**src/rtl/fpp_pkg.sv**
```systemverilog
// fpp_pkg: shared constants, codes and types for the framed packet parser
// depends on nothing; used by fpp_if.sv, fpp_crc16.sv and the top level
`default_nettype none

package fpp_pkg;

  // frame markers and crc constants
  localparam logic [7:0]  HDR_FIRST  = 8'hAA;
  localparam logic [7:0]  HDR_SECOND = 8'h55;
  localparam logic [15:0] CRC_INIT   = 16'hFFFF;
  localparam logic [15:0] CRC_POLY   = 16'hA001;

  // frame length covers device, command and sequence bytes plus payload
  localparam logic [15:0] LEN_OVERHEAD = 16'd3;

  // field widths
  localparam int BYTE_W    = 8;
  localparam int KIND_W    = 3;
  localparam int PLEN_W    = 9;
  localparam int CFG_IDX_W = 8;
  localparam int CFG_DAT_W = 9;

  // result kinds
  localparam logic [KIND_W-1:0] KIND_DATA = 3'd0;
  localparam logic [KIND_W-1:0] KIND_GOOD = 3'd1;
  localparam logic [KIND_W-1:0] KIND_CRC  = 3'd2;
  localparam logic [KIND_W-1:0] KIND_TAIL = 3'd3;
  localparam logic [KIND_W-1:0] KIND_LEN  = 3'd4;

  // configuration register indexes
  localparam logic [CFG_IDX_W-1:0] CFG_TAIL_VALUE    = 8'd0;
  localparam logic [CFG_IDX_W-1:0] CFG_PAYLOAD_LIMIT = 8'd1;

  // configuration reset values
  localparam logic [7:0]        TAIL_VALUE_RST    = 8'd22;
  localparam logic [PLEN_W-1:0] PAYLOAD_LIMIT_RST = 9'd256;

  // crc unit control from the parser
  typedef struct packed {
    logic init;
    logic feed;
  } crc_ctl_t;

  // one byte of crc16-modbus, reflected, lsb first
  function automatic logic [15:0] crc16_feed(input logic [15:0] crc,
                                             input logic [7:0]  b);
    logic [15:0] c;
    c = crc ^ {8'h00, b};
    for (int i = 0; i < 8; i++) begin
      c = c[0] ? ((c >> 1) ^ CRC_POLY) : (c >> 1);
    end
    return c;
  endfunction

endpackage

`default_nettype wire

```
**src/rtl/fpp_if.sv**
```systemverilog
// fpp_if: valid/ready channel interfaces for received bytes, results and config
// depends on fpp_pkg
`default_nettype none

// received byte channel
interface fpp_byte_if;
  logic                        valid;
  logic                        ready;
  logic [fpp_pkg::BYTE_W-1:0]  rx_byte;

  modport source (output valid, output rx_byte, input ready);
  modport sink   (input valid, input rx_byte, output ready);
endinterface

// parser result channel
interface fpp_result_if;
  logic                        valid;
  logic                        ready;
  logic [fpp_pkg::KIND_W-1:0]  kind;
  logic [fpp_pkg::BYTE_W-1:0]  data_byte;
  logic [fpp_pkg::BYTE_W-1:0]  byte_index;
  logic [fpp_pkg::BYTE_W-1:0]  command;
  logic [fpp_pkg::PLEN_W-1:0]  payload_len;

  modport source (output valid, output kind, output data_byte, output byte_index,
                  output command, output payload_len, input ready);
  modport sink   (input valid, input kind, input data_byte, input byte_index,
                  input command, input payload_len, output ready);
endinterface

// configuration write channel
interface fpp_cfg_if;
  logic                           valid;
  logic                           ready;
  logic [fpp_pkg::CFG_IDX_W-1:0]  reg_index;
  logic [fpp_pkg::CFG_DAT_W-1:0]  wdata;

  modport source (output valid, output reg_index, output wdata, input ready);
  modport sink   (input valid, input reg_index, input wdata, output ready);
endinterface

`default_nettype wire

```
**src/rtl/framed_packet_parser_crc16_core.sv**
```systemverilog
// framed_packet_parser_crc16_core: byte-stream frame parser with crc16-modbus check
// depends on fpp_pkg, fpp_if.sv (channel interfaces) and fpp_crc16
//
//   channel  role  payload                                          notes
//   rx       sink  rx_byte                                          one byte per transaction
//   res      src   kind, data_byte, byte_index, command, payload_len  zero or one per byte
//   cfg      sink  reg_index, wdata                                 always ready
//
// for every byte, frame state, counters and the crc byte update
// all settle between the input handshake and the result register.
// a byte is taken whenever the result register is empty or being drained,
// so a new byte can enter every cycle while res keeps up.
// rst is synchronous: parser back to header hunt, crc to 0xFFFF, config to
// its defaults; a stalled result holds rx off until it is taken.
`default_nettype none

module framed_packet_parser_crc16_core #(
  parameter int MAX_PAYLOAD = 256
) (
  input  wire logic          clk,
  input  wire logic          rst,
  fpp_byte_if.sink           rx,
  fpp_result_if.source       res,
  fpp_cfg_if.sink            cfg
);

  // payload counter only needs to reach the smaller of the limits
  localparam int CAP   = (MAX_PAYLOAD < 511) ? MAX_PAYLOAD : 511;
  localparam int CNT_W = $clog2(CAP + 1);
  localparam logic [15:0] MAX_P16 = 16'(MAX_PAYLOAD);

  typedef enum logic [3:0] {
    ST_H0, ST_H1, ST_LENH, ST_LENL, ST_DEV, ST_CMD, ST_SEQ,
    ST_DATA, ST_CRCH, ST_CRCL, ST_TAIL
  } phase_t;

  phase_t                           phase, phase_next;
  logic [7:0]                       len_hi;
  logic [CNT_W-1:0]                 length_left;
  logic [fpp_pkg::PLEN_W-1:0]       frame_len;
  logic [7:0]                       payload_pos;
  logic [7:0]                       cmd_held;
  logic [7:0]                       crc_rx_hi;
  logic [15:0]                      crc_received;
  logic [15:0]                      crc_running;
  logic [7:0]                       tail_value;
  logic [fpp_pkg::PLEN_W-1:0]       payload_limit;

  logic                             rx_fire;
  logic [7:0]                       b;
  logic [15:0]                      len16;
  logic [15:0]                      plen16;
  logic [15:0]                      limit16;
  logic                             len_bad;
  logic                             emit;
  logic [fpp_pkg::KIND_W-1:0]       emit_kind;
  fpp_pkg::crc_ctl_t                crc_ctl;

  // byte enters when the result register is free this cycle
  assign rx.ready  = !res.valid || res.ready;
  assign rx_fire   = rx.valid && rx.ready;
  assign b         = rx.rx_byte;
  assign cfg.ready = 1'b1;

  // length check on the low length byte
  assign len16   = {len_hi, b};
  assign plen16  = len16 - fpp_pkg::LEN_OVERHEAD;
  assign limit16 = ({7'd0, payload_limit} < MAX_P16) ? {7'd0, payload_limit} : MAX_P16;
  assign len_bad = (len16 < fpp_pkg::LEN_OVERHEAD) || (plen16 > limit16);

  // next phase, result decision and crc control
  always_comb begin
    phase_next   = phase;
    emit         = 1'b0;
    emit_kind    = fpp_pkg::KIND_DATA;
    crc_ctl.init = 1'b0;
    crc_ctl.feed = 1'b0;
    unique case (phase)
      ST_H0: begin
        if (b == fpp_pkg::HDR_FIRST) phase_next = ST_H1;
      end
      ST_H1: begin
        phase_next = (b == fpp_pkg::HDR_SECOND) ? ST_LENH : ST_H0;
      end
      ST_LENH: phase_next = ST_LENL;
      ST_LENL: begin
        if (len_bad) begin
          phase_next = ST_H0;
          emit       = 1'b1;
          emit_kind  = fpp_pkg::KIND_LEN;
        end else begin
          phase_next   = ST_DEV;
          crc_ctl.init = 1'b1;
        end
      end
      ST_DEV: begin
        crc_ctl.feed = 1'b1;
        phase_next   = ST_CMD;
      end
      ST_CMD: begin
        crc_ctl.feed = 1'b1;
        phase_next   = ST_SEQ;
      end
      ST_SEQ: begin
        crc_ctl.feed = 1'b1;
        phase_next   = (length_left != '0) ? ST_DATA : ST_CRCH;
      end
      ST_DATA: begin
        crc_ctl.feed = 1'b1;
        emit         = 1'b1;
        emit_kind    = fpp_pkg::KIND_DATA;
        if (length_left == CNT_W'(1)) phase_next = ST_CRCH;
      end
      ST_CRCH: phase_next = ST_CRCL;
      ST_CRCL: phase_next = ST_TAIL;
      ST_TAIL: begin
        emit       = 1'b1;
        phase_next = ST_H0;
        if (b != tail_value) begin
          emit_kind = fpp_pkg::KIND_TAIL;
        end else if (crc_running != crc_received) begin
          emit_kind = fpp_pkg::KIND_CRC;
        end else begin
          emit_kind = fpp_pkg::KIND_GOOD;
        end
      end
      default: phase_next = ST_H0;
    endcase
    if (!rx_fire) begin
      phase_next   = phase;
      emit         = 1'b0;
      crc_ctl.init = 1'b0;
      crc_ctl.feed = 1'b0;
    end
  end

  // running crc over device, command, sequence and payload
  fpp_crc16 u_crc (
    .clk  (clk),
    .rst  (rst),
    .ctl  (crc_ctl),
    .data (b),
    .crc  (crc_running)
  );

  // frame state and counters
  always_ff @(posedge clk) begin
    if (rst) begin
      phase        <= ST_H0;
      len_hi       <= '0;
      length_left  <= '0;
      frame_len    <= '0;
      payload_pos  <= '0;
      cmd_held     <= '0;
      crc_rx_hi    <= '0;
      crc_received <= '0;
    end else begin
      phase <= phase_next;
      if (rx_fire) begin
        case (phase)
          ST_LENH: len_hi <= b;
          ST_LENL: begin
            if (len_bad) begin
              length_left <= '0;
            end else begin
              length_left <= CNT_W'(plen16);
              frame_len   <= fpp_pkg::PLEN_W'(plen16);
              payload_pos <= '0;
            end
          end
          ST_CMD:  cmd_held <= b;
          ST_DATA: begin
            payload_pos <= payload_pos + 8'd1;
            length_left <= length_left - CNT_W'(1);
          end
          ST_CRCH: crc_rx_hi <= b;
          ST_CRCL: crc_received <= {crc_rx_hi, b};
          default: ;
        endcase
      end
    end
  end

  // configuration registers
  always_ff @(posedge clk) begin
    if (rst) begin
      tail_value    <= fpp_pkg::TAIL_VALUE_RST;
      payload_limit <= fpp_pkg::PAYLOAD_LIMIT_RST;
    end else if (cfg.valid && cfg.ready) begin
      unique case (cfg.reg_index)
        fpp_pkg::CFG_TAIL_VALUE:    tail_value    <= cfg.wdata[7:0];
        fpp_pkg::CFG_PAYLOAD_LIMIT: payload_limit <= cfg.wdata;
        default: ;
      endcase
    end
  end

  // result register
  always_ff @(posedge clk) begin
    if (rst) begin
      res.valid <= 1'b0;
    end else if (emit) begin
      res.valid <= 1'b1;
    end else if (res.ready) begin
      res.valid <= 1'b0;
    end
  end

  always_ff @(posedge clk) begin
    if (emit) begin
      res.kind <= emit_kind;
      if (emit_kind == fpp_pkg::KIND_DATA) begin
        res.data_byte  <= b;
        res.byte_index <= payload_pos;
      end else begin
        res.data_byte  <= '0;
        res.byte_index <= '0;
      end
      if (emit_kind == fpp_pkg::KIND_LEN) begin
        res.command     <= '0;
        res.payload_len <= '0;
      end else begin
        res.command     <= cmd_held;
        res.payload_len <= frame_len;
      end
    end
  end

`ifndef SYNTHESIS
  // results only come from length check, payload or tail
  a_emit_phase: assert property (@(posedge clk) disable iff (rst)
    emit |-> (phase == ST_LENL || phase == ST_DATA || phase == ST_TAIL))
    else $error("result raised outside a result phase");

  // payload phase always has bytes left to take
  a_data_left: assert property (@(posedge clk) disable iff (rst)
    (phase == ST_DATA) |-> (length_left != '0))
    else $error("payload phase with no bytes left");

  // bytes left never exceed the frame payload length
  a_left_bound: assert property (@(posedge clk) disable iff (rst)
    (phase == ST_DATA) |-> (16'(length_left) <= 16'(frame_len)))
    else $error("payload count beyond frame length");

  // a tail byte always ends the frame with a result
  a_tail_end: assert property (@(posedge clk) disable iff (rst)
    (rx_fire && phase == ST_TAIL) |=> (res.valid && phase == ST_H0))
    else $error("tail byte did not close the frame");

  // an empty result register never blocks the byte stream
  a_ready_free: assert property (@(posedge clk) disable iff (rst)
    !res.valid |-> rx.ready)
    else $error("input stalled with result register empty");
`endif

endmodule

`default_nettype wire

```
**src/rtl/fpp_crc16.sv**
```systemverilog
// fpp_crc16: running crc16-modbus register, one byte per cycle while feed is raised
// depends on fpp_pkg (crc16_feed, crc_ctl_t)
`default_nettype none

module fpp_crc16 (
  input  wire logic              clk,
  input  wire logic              rst,
  input  wire fpp_pkg::crc_ctl_t ctl,
  input  wire logic [7:0]        data,
  output logic [15:0]            crc
);

  // restart on a new frame, otherwise fold in one byte when asked
  always_ff @(posedge clk) begin
    if (rst) begin
      crc <= fpp_pkg::CRC_INIT;
    end else if (ctl.init) begin
      crc <= fpp_pkg::CRC_INIT;
    end else if (ctl.feed) begin
      crc <= fpp_pkg::crc16_feed(crc, data);
    end
  end

endmodule

`default_nettype wire

```
**src/flat_wrapper.sv**
```systemverilog
// flat-port wrapper written by rule: the top's interface ports become plain ports
module framed_packet_parser_crc16_core_flat 
#(
  parameter int MAX_PAYLOAD = 256
)
  (clk, rst, rx_valid, rx_rx_byte, rx_ready, res_valid, res_kind, res_data_byte, res_byte_index, res_command, res_payload_len, res_ready, cfg_valid, cfg_reg_index, cfg_wdata, cfg_ready);
  fpp_byte_if rx_i ();
  fpp_result_if res_i ();
  fpp_cfg_if cfg_i ();
  input  wire logic clk;
  input  wire logic rst;
  input wire logic [$bits(rx_i.valid)-1:0] rx_valid;
  input wire logic [$bits(rx_i.rx_byte)-1:0] rx_rx_byte;
  output wire logic [$bits(rx_i.ready)-1:0] rx_ready;
  output wire logic [$bits(res_i.valid)-1:0] res_valid;
  output wire logic [$bits(res_i.kind)-1:0] res_kind;
  output wire logic [$bits(res_i.data_byte)-1:0] res_data_byte;
  output wire logic [$bits(res_i.byte_index)-1:0] res_byte_index;
  output wire logic [$bits(res_i.command)-1:0] res_command;
  output wire logic [$bits(res_i.payload_len)-1:0] res_payload_len;
  input wire logic [$bits(res_i.ready)-1:0] res_ready;
  input wire logic [$bits(cfg_i.valid)-1:0] cfg_valid;
  input wire logic [$bits(cfg_i.reg_index)-1:0] cfg_reg_index;
  input wire logic [$bits(cfg_i.wdata)-1:0] cfg_wdata;
  output wire logic [$bits(cfg_i.ready)-1:0] cfg_ready;
  assign rx_i.valid = rx_valid;
  assign rx_i.rx_byte = rx_rx_byte;
  assign rx_ready = rx_i.ready;
  assign res_valid = res_i.valid;
  assign res_kind = res_i.kind;
  assign res_data_byte = res_i.data_byte;
  assign res_byte_index = res_i.byte_index;
  assign res_command = res_i.command;
  assign res_payload_len = res_i.payload_len;
  assign res_i.ready = res_ready;
  assign cfg_i.valid = cfg_valid;
  assign cfg_i.reg_index = cfg_reg_index;
  assign cfg_i.wdata = cfg_wdata;
  assign cfg_ready = cfg_i.ready;
  framed_packet_parser_crc16_core #(.MAX_PAYLOAD(MAX_PAYLOAD)) u_core (.clk(clk), .rst(rst), .rx(rx_i), .res(res_i), .cfg(cfg_i));
endmodule
```
**config.mk**
```make
export PLATFORM = sky130hd
export DESIGN_NAME = framed_packet_parser_crc16_core_flat
export DESIGN_NICKNAME = d
export VERILOG_FILES = /design/src/rtl/fpp_pkg.sv /design/src/rtl/fpp_if.sv /design/src/rtl/framed_packet_parser_crc16_core.sv /design/src/rtl/fpp_crc16.sv /design/src/flat_wrapper.sv
export SDC_FILE = /design/constraint.sdc
export NUM_CORES = 1
export LEC_CHECK = 0
export BUFFER_PORTS_ARGS = -buffer_cell sky130_fd_sc_hd__clkbuf_2
export CORE_MARGIN = 1
export CORE_UTILIZATION = 57
export DETAILED_ROUTE_END_ITERATION = 16
export GPL_TIMING_DRIVEN = 0
export PLACE_DENSITY = 0.74
export SLEW_MARGIN = 20
export SYNTH_ARGS = -nofsm -noshare
export SYNTH_HDL_FRONTEND = slang
export SYNTH_HIERARCHICAL = 1
export SYNTH_SLANG_ARGS = --single-unit
export TNS_END_PERCENT = 50
```
**constraint.sdc**
```tcl
create_clock -name clk -period 12.5 [get_ports clk]
set_clock_uncertainty 0.15 [all_clocks]
set_input_delay 0.625 -clock clk [delete_from_list [all_inputs] [get_ports clk]]
set_output_delay 0.625 -clock clk [all_outputs]
set_load 0.01 [all_outputs]
```
# Word-level counts from Yosys, hierarchy flattened
# Index checks and enable logic that the tools add are counted.
[word_totals]
register_bits = 140
inputBits = 30
output_inout_bits = 39
elab_cells = 108
[op_classes]
n_addsub = 3
magnitude_cmp = 3
eq_ne = 20
muxes = 32
bitwise = 10
reduce_logical = 23
[op_table]
columns = ["cell", "n"]
rows = [
  ["$mux 16", 8],
  ["$pmux 4 s10", 1],
  ["$not 2->3", 8],
  ["$mux 9", 2],
  ["$pmux 9 s2", 1],
  ["$eq 4x3->1 const B", 4],
  ["$gt 16x16->1", 1],
  ["$lt 16x2->1 const B", 1],
  ["$ne 16x16->1", 1],
  ["$pmux 8 s2", 1],
  ["$sub 16x2->16 const B", 1],
  ["$xor 16x8->16", 1],
  ["$reduce_and 2->1", 7],
  ["$eq 4x4->1 const B", 3],
  ["$mux 4", 3],
  ["$eq 9x1->1 const B", 1],
  ["$lt 9x9->1 const B", 1],
  ["$mux 3", 3],
  ["$reduce_and 3->1", 3],
  ["$reduce_bool 9->1", 1],
  ["$sub 9x1->9 const B", 1],
  ["$add 8x1->8 const B", 1],
  ["$eq 4x2->1 const B", 2],
  ["$eq 8x1->1 const B", 1],
  ["other kinds (22)", 34],
]

# Depth between registers and ports, before layout
[logic_depth]
depth_word = 17
depth_mapped = 16
mapped_depth_nobuf = 14

# Modules after synthesis
# Netlist, hierarchy kept.
[by_module_without_submodules]
columns = ["mod", "n_inst", "cells_per_inst", "area_per_inst_um2", "seq_area_each_um2"]
rows = [
  ["framed_packet_parser_crc16_core", 1, 615, 5758.0, 2842.7],
  ["fpp_crc16", 1, 86, 793.3, 320.3],
]

# Worst setup path before layout
# OpenSTA, ideal clock, no wires.
[synth_path]
kind = "input to register"
startpoint = "input rx_rx_byte[6]"
endpoint = "register u_core.res.byte_index[0], enable pin"
setup_time_ps = 441
arrival_time_ps = 4408
t_required_ps = 11909
path_slack_ps = 7500
cell_stages = 13
n_path_buf = 2
path_cell_list = "buf_2 -> nor4_2 -> nand2_1 -> xnor2_1 -> ha_1 -> nand4_1 -> o22ai_1 -> a21oi_1 -> a211oi_4 -> nor2_1 -> a21oi_2 -> clkbuf_1 -> a21oi_1"
[synth_between]
elab_chain_cells = 6
word_cells_on_any_way = 7
cone_classes = "1 x add/sub; 2 x order compare; 3 x mux; 1 x reduce/logical"
[synth_rtl]
columns = ["item", "line", "source"]
rows = [
  ["start, declared", "flat_wrapper.sv:13", "input wire logic [$bits(rx_i.rx_byte)-1:0] rx_rx_byte;"],
  ["$sub 16x2->16", "framed_packet_parser_crc16_core.sv:67", "assign plen16 = len16 - fpp_pkg::LEN_OVERHEAD;"],
  ["named net u_core.plen16[7]", "framed_packet_parser_crc16_core.sv:52", "logic [15:0] plen16;"],
  ["$gt 16x16->1", "framed_packet_parser_crc16_core.sv:69", "assign len_bad = (len16 < fpp_pkg::LEN_OVERHEAD) || (plen16 > limit16);"],
  ["$logic_or 1x1->1", "framed_packet_parser_crc16_core.sv:69", ""],
  ["$mux 1", "framed_packet_parser_crc16_core.sv:87", "if (len_bad) begin"],
  ["$pmux 1 s2", "framed_packet_parser_crc16_core.sv:78", "unique case (phase)"],
  ["$mux 1", "framed_packet_parser_crc16_core.sv:129", "if (!rx_fire) begin"],
  ["named net u_core.emit", "framed_packet_parser_crc16_core.sv:55", "logic emit;"],
  ["end signal, assigned", "framed_packet_parser_crc16_core.sv:214", "res.byte_index <= payload_pos;"],
  ["end, declared", "fpp_if.sv:25", "modport source (output valid, output kind, output data_byte, output byte_index,"],
]
# The timed path passes the listed nets, and every way through them passes these cells.
# A chain may end at the register's enable or synchronous reset.

# Worst setup path after layout
[layout_path]
startpoint = "input rx_rx_byte[5]"
endpoint = "register u_core.res.command[1], enable pin"
[layout_between]
elab_chain_cells = 6
word_cells_on_any_way = 7
cone_classes = "1 x add/sub; 2 x order compare; 3 x mux; 1 x reduce/logical"
[layout_rtl]
columns = ["item", "line", "source"]
rows = [
  ["$sub 16x2->16", "framed_packet_parser_crc16_core.sv:67", ""],
  ["named net u_core.plen16[8]", "framed_packet_parser_crc16_core.sv:52", ""],
  ["$gt 16x16->1", "framed_packet_parser_crc16_core.sv:69", ""],
  ["$logic_or 1x1->1", "framed_packet_parser_crc16_core.sv:69", ""],
  ["$mux 1", "framed_packet_parser_crc16_core.sv:87", ""],
  ["$pmux 1 s2", "framed_packet_parser_crc16_core.sv:78", ""],
  ["$mux 1", "framed_packet_parser_crc16_core.sv:129", ""],
  ["named net u_core.emit", "framed_packet_parser_crc16_core.sv:55", ""],
  ["end signal, assigned", "framed_packet_parser_crc16_core.sv:223", "res.command <= cmd_held;"],
  ["end, declared", "fpp_if.sv:26", "output command, output payload_len, input ready);"],
]
# The timed path passes the listed nets, and every way through them passes these cells.

==> run metrics <==
drt via density=5.75; part of the power in registers=45.0%; RSZ-0062 raised after global routing=false; cell taking the most area after synthesis=dfxtp_1; gate count after technology mapping=701; period utilization=37.9%; Final Slew Violations=0; Synth cell types=between 50 and 60; met3 WL=875 um; DRC=0; Startpoint Class=input port; ys async rst share=0%; Clock Latency Late Sink=0.42 ns; syn nets=746; Total GRT Usage=28.5%; Post-Syn Area=0.00655 sq mm; Crit. End Element=register; Top Metal Used=met4; Die Y=109 um; Routed Antenna Nets=0; Metal-1 WL=7.02 mm; Area growth syn-to-layout=17.7%; initial antenna violation count=0; post-synthesis average cell area=9.35 sq um; number of DRC markers in iteration 0=372; drt pass-1 iters=5; Clk pwr share=around half; post-synth top area share=between 30% and 40%; r2r setup slk=8.61 ns; WHS=0.284 ns; Period minus WS final=roughly 4.7 ns; vias in the first global route=5169; total number of vias=5414; num ports=69; Starting Density=59.4%; Max Fanout on Critical Path=26; largest net degree at the start of global routing=27; Core Region=about 0.011 sq mm; switching power=0.000238 W; layout cells sized above 1=15.4%; EDFF count, synth=36; CTS tree=yes; Crit Path Category=in -> reg; #FFs+latches synth=140; Clock Sinks=140; metal2 WL=7.65 mm; ANT cells=0; Worst EP required=12.52 ns; Max VDD drop=78.4 uV; Crit path largest cell delay=about 0.47 ns; actual slew at the worst max-slew pin=0.747 ns; root buffer cell=clkbuf_16; H-Tree Depth=4; Die X=~110 um; relative slew slack=50.2%; Max Buffers Root-to-Sink=2; hpwl dp=11.2 mm; pwr/cell area=133 mW/mm^2; Worst-path clk slew=0.06 ns; Hold Vio Cnt, Final=0; global-route wire length before repair=approximately 25 mm; Main synth FF type=dfxtp_1; status=completed; WL final=15.9 mm; post-CTS setup buffers=0; Cells on Worst Hold Path=2; Sum Neg Setup Slack=0 ns; Power Internal=0.000790 W; nets=833; # Max-Cap Violations=0; post-cts hold buffer count=0; Pleak=a little under 3 nW; Port Buffers=67; Hold Crit Class=in -> reg; Combinational Power Share=4.9%; r2r worst-path depth=12; TritonCTS buffer count=17; Sw Ratio=23.1%; die area=0.0119 sq mm; sequential-to-total area share from yosys stat=48.3%; FP Rows=38; Data arrival, critical path=4.76 ns; final setup fails=0; DR WL/cell=16.8 um; fillers=842; gpl congestion=0.906; Synth area leaders=dfxtp_1 (32%), edfxtp_1 (17%), xnor2_1 (6.3%); Ys Warns=6; global route overflow=0; CP max-delay cell=nor3_1; crit-path cells=clkbuf_2 -> clkbuf_1 -> nor3_1 -> nand3_1 -> xnor2_1 -> ha_1 -> a211o_1 -> a31oi_1 -> nand3_1 -> a211oi_4 -> nor2_1 -> a21oi_2 -> clkbuf_1 -> a21oi_4 -> buf_16; upper clock frequency limit=around 0.21 GHz; post-CTS sizing=0
critical path, delay by kind of cell:
kind	cells	cell delay [ns]
xor gates and xnor gates	1	0.26
adders and majority gates	1	0.27
and+or+nand+nor	4	1.06
AOI/OAI and AO/OA	5	1.44
buffers and inverters	4	1.09
cell usage in the layout, fill, tap and decap left out, drive strengths merged, types with 3 or more instances in the layout:
cell	n
xor2	8
nand4	14
a31oi	6
a21oi	52
a211oi	4
a221oi	4
nor2b	26
nor3	19
nor2	74
a21o	3
inv	18
and3	3
nand3	19
o211ai	5
buf	10
xnor2	47
edfxtp	36
ha	15
nor3b	3
clkinv	6
nand2	87
mux2i	41
o21ai	22
dfxtp	104
nor4	4
clkbuf	116
or3	5
a211o	5
and2	19
nand2b	3
logic make-up after synthesis:
group	synth area share (%)
AOI/OAI and AO/OA	9.95
xor gates and xnor gates	7.73
adders and majority gates	2.86
buffers and inverters	3.51
DFF	48.3
muxes	6.44
other	0.0572
and+or+nand+nor	21.2
Yosys cell counts, drive strengths merged (2+ instances only):
library cell  instances
dfxtp               104
nand2                87
nor2                 74
a21oi                52
xnor2                47
mux2i                41
edfxtp               36
clkbuf               31
nor2b                26
o21ai                22
and2                 19
nand3                19
nor3                 19
ha                   15
nand4                14
inv                  13
buf                   9
xor2                  8
a31oi                 6
a211o                 5
o211ai                5
or3                   5
a211oi                4
a221oi                4
nor4                  4
a21o                  3
and3                  3
nand2b                3
nor3b                 3
nand3b                2
nor4b                 2
or4                   2
through the flow:
step | area (sq um) | utilization (%) | setup WS, ns | std cells | power [W]
floorplan | 6550 | - | 7.50 | 701 | 0.000503
global placement | 7060 | 64.0 | 5.79 | 908 | 0.000521
detailed placement | 7100 | 64.4 | 7.53 | 909 | 0.000522
CTS | 7710 | 69.9 | 7.87 | 941 | 0.00103
global route | 7710 | 69.9 | 7.53 | 941 | 0.00106
finish | 7710 | 69.9 | 7.76 | 941 | 0.00103
path summary, 6_finish.rpt:
kind | startpoint | end
setup / recovery | rx_rx_byte[5] | u_core/res.command[1]
setup reg to reg | u_core/payload_limit[8] | u_core/res.command[1]
hold / removal | cfg_wdata[4] | u_core/tail_value[4]
hold reg to reg | u_core/len_hi[4] | u_core/len_hi[4]
per-layer routing:
layer,GRT usage (%),up-vias
met1,36.1,2574
met3,5.50,26
met4,11.5,0
met5,0,-
met2,47.5,223
li1,-,2591
power by group through the flow:
stage          Sequential [W]  Combinational (W)  Clock [W]
6_report             0.000463          0.0000501   0.000515
3_3_place_gp         0.000473          0.0000480          0
2_1_floorplan        0.000473          0.0000304          0
4_1_cts              0.000463          0.0000496   0.000518
5_1_grt              0.000462          0.0000541   0.000541
3_5_place_dp         0.000473          0.0000490          0
final cells by class:
class | count | area, sq um | area share [%]
inverter | 14 | 52.6 | 0.682
multi-input combinational | 506 | 3170 | 41.1
sequential | 140 | 3160 | 41.0
clock inverter | 14 | 158 | 2.05
buffer | 41 | 178 | 2.30
tap | 140 | 175 | 2.27
timing repair buffer | 68 | 363 | 4.71
clock buffer | 18 | 450 | 5.84
state kept, by name, summed over array words and instances (netlist names), 9 cells and up:
signal and flops:
u_core/payload_limit 9, u_core/res.payload_len 9, u_core/crc_received 16, u_core/frame_len 9, u_core/u_crc/crc 16, u_core/length_left 9
No activity file was read; power rests on OpenSTA's default activity.
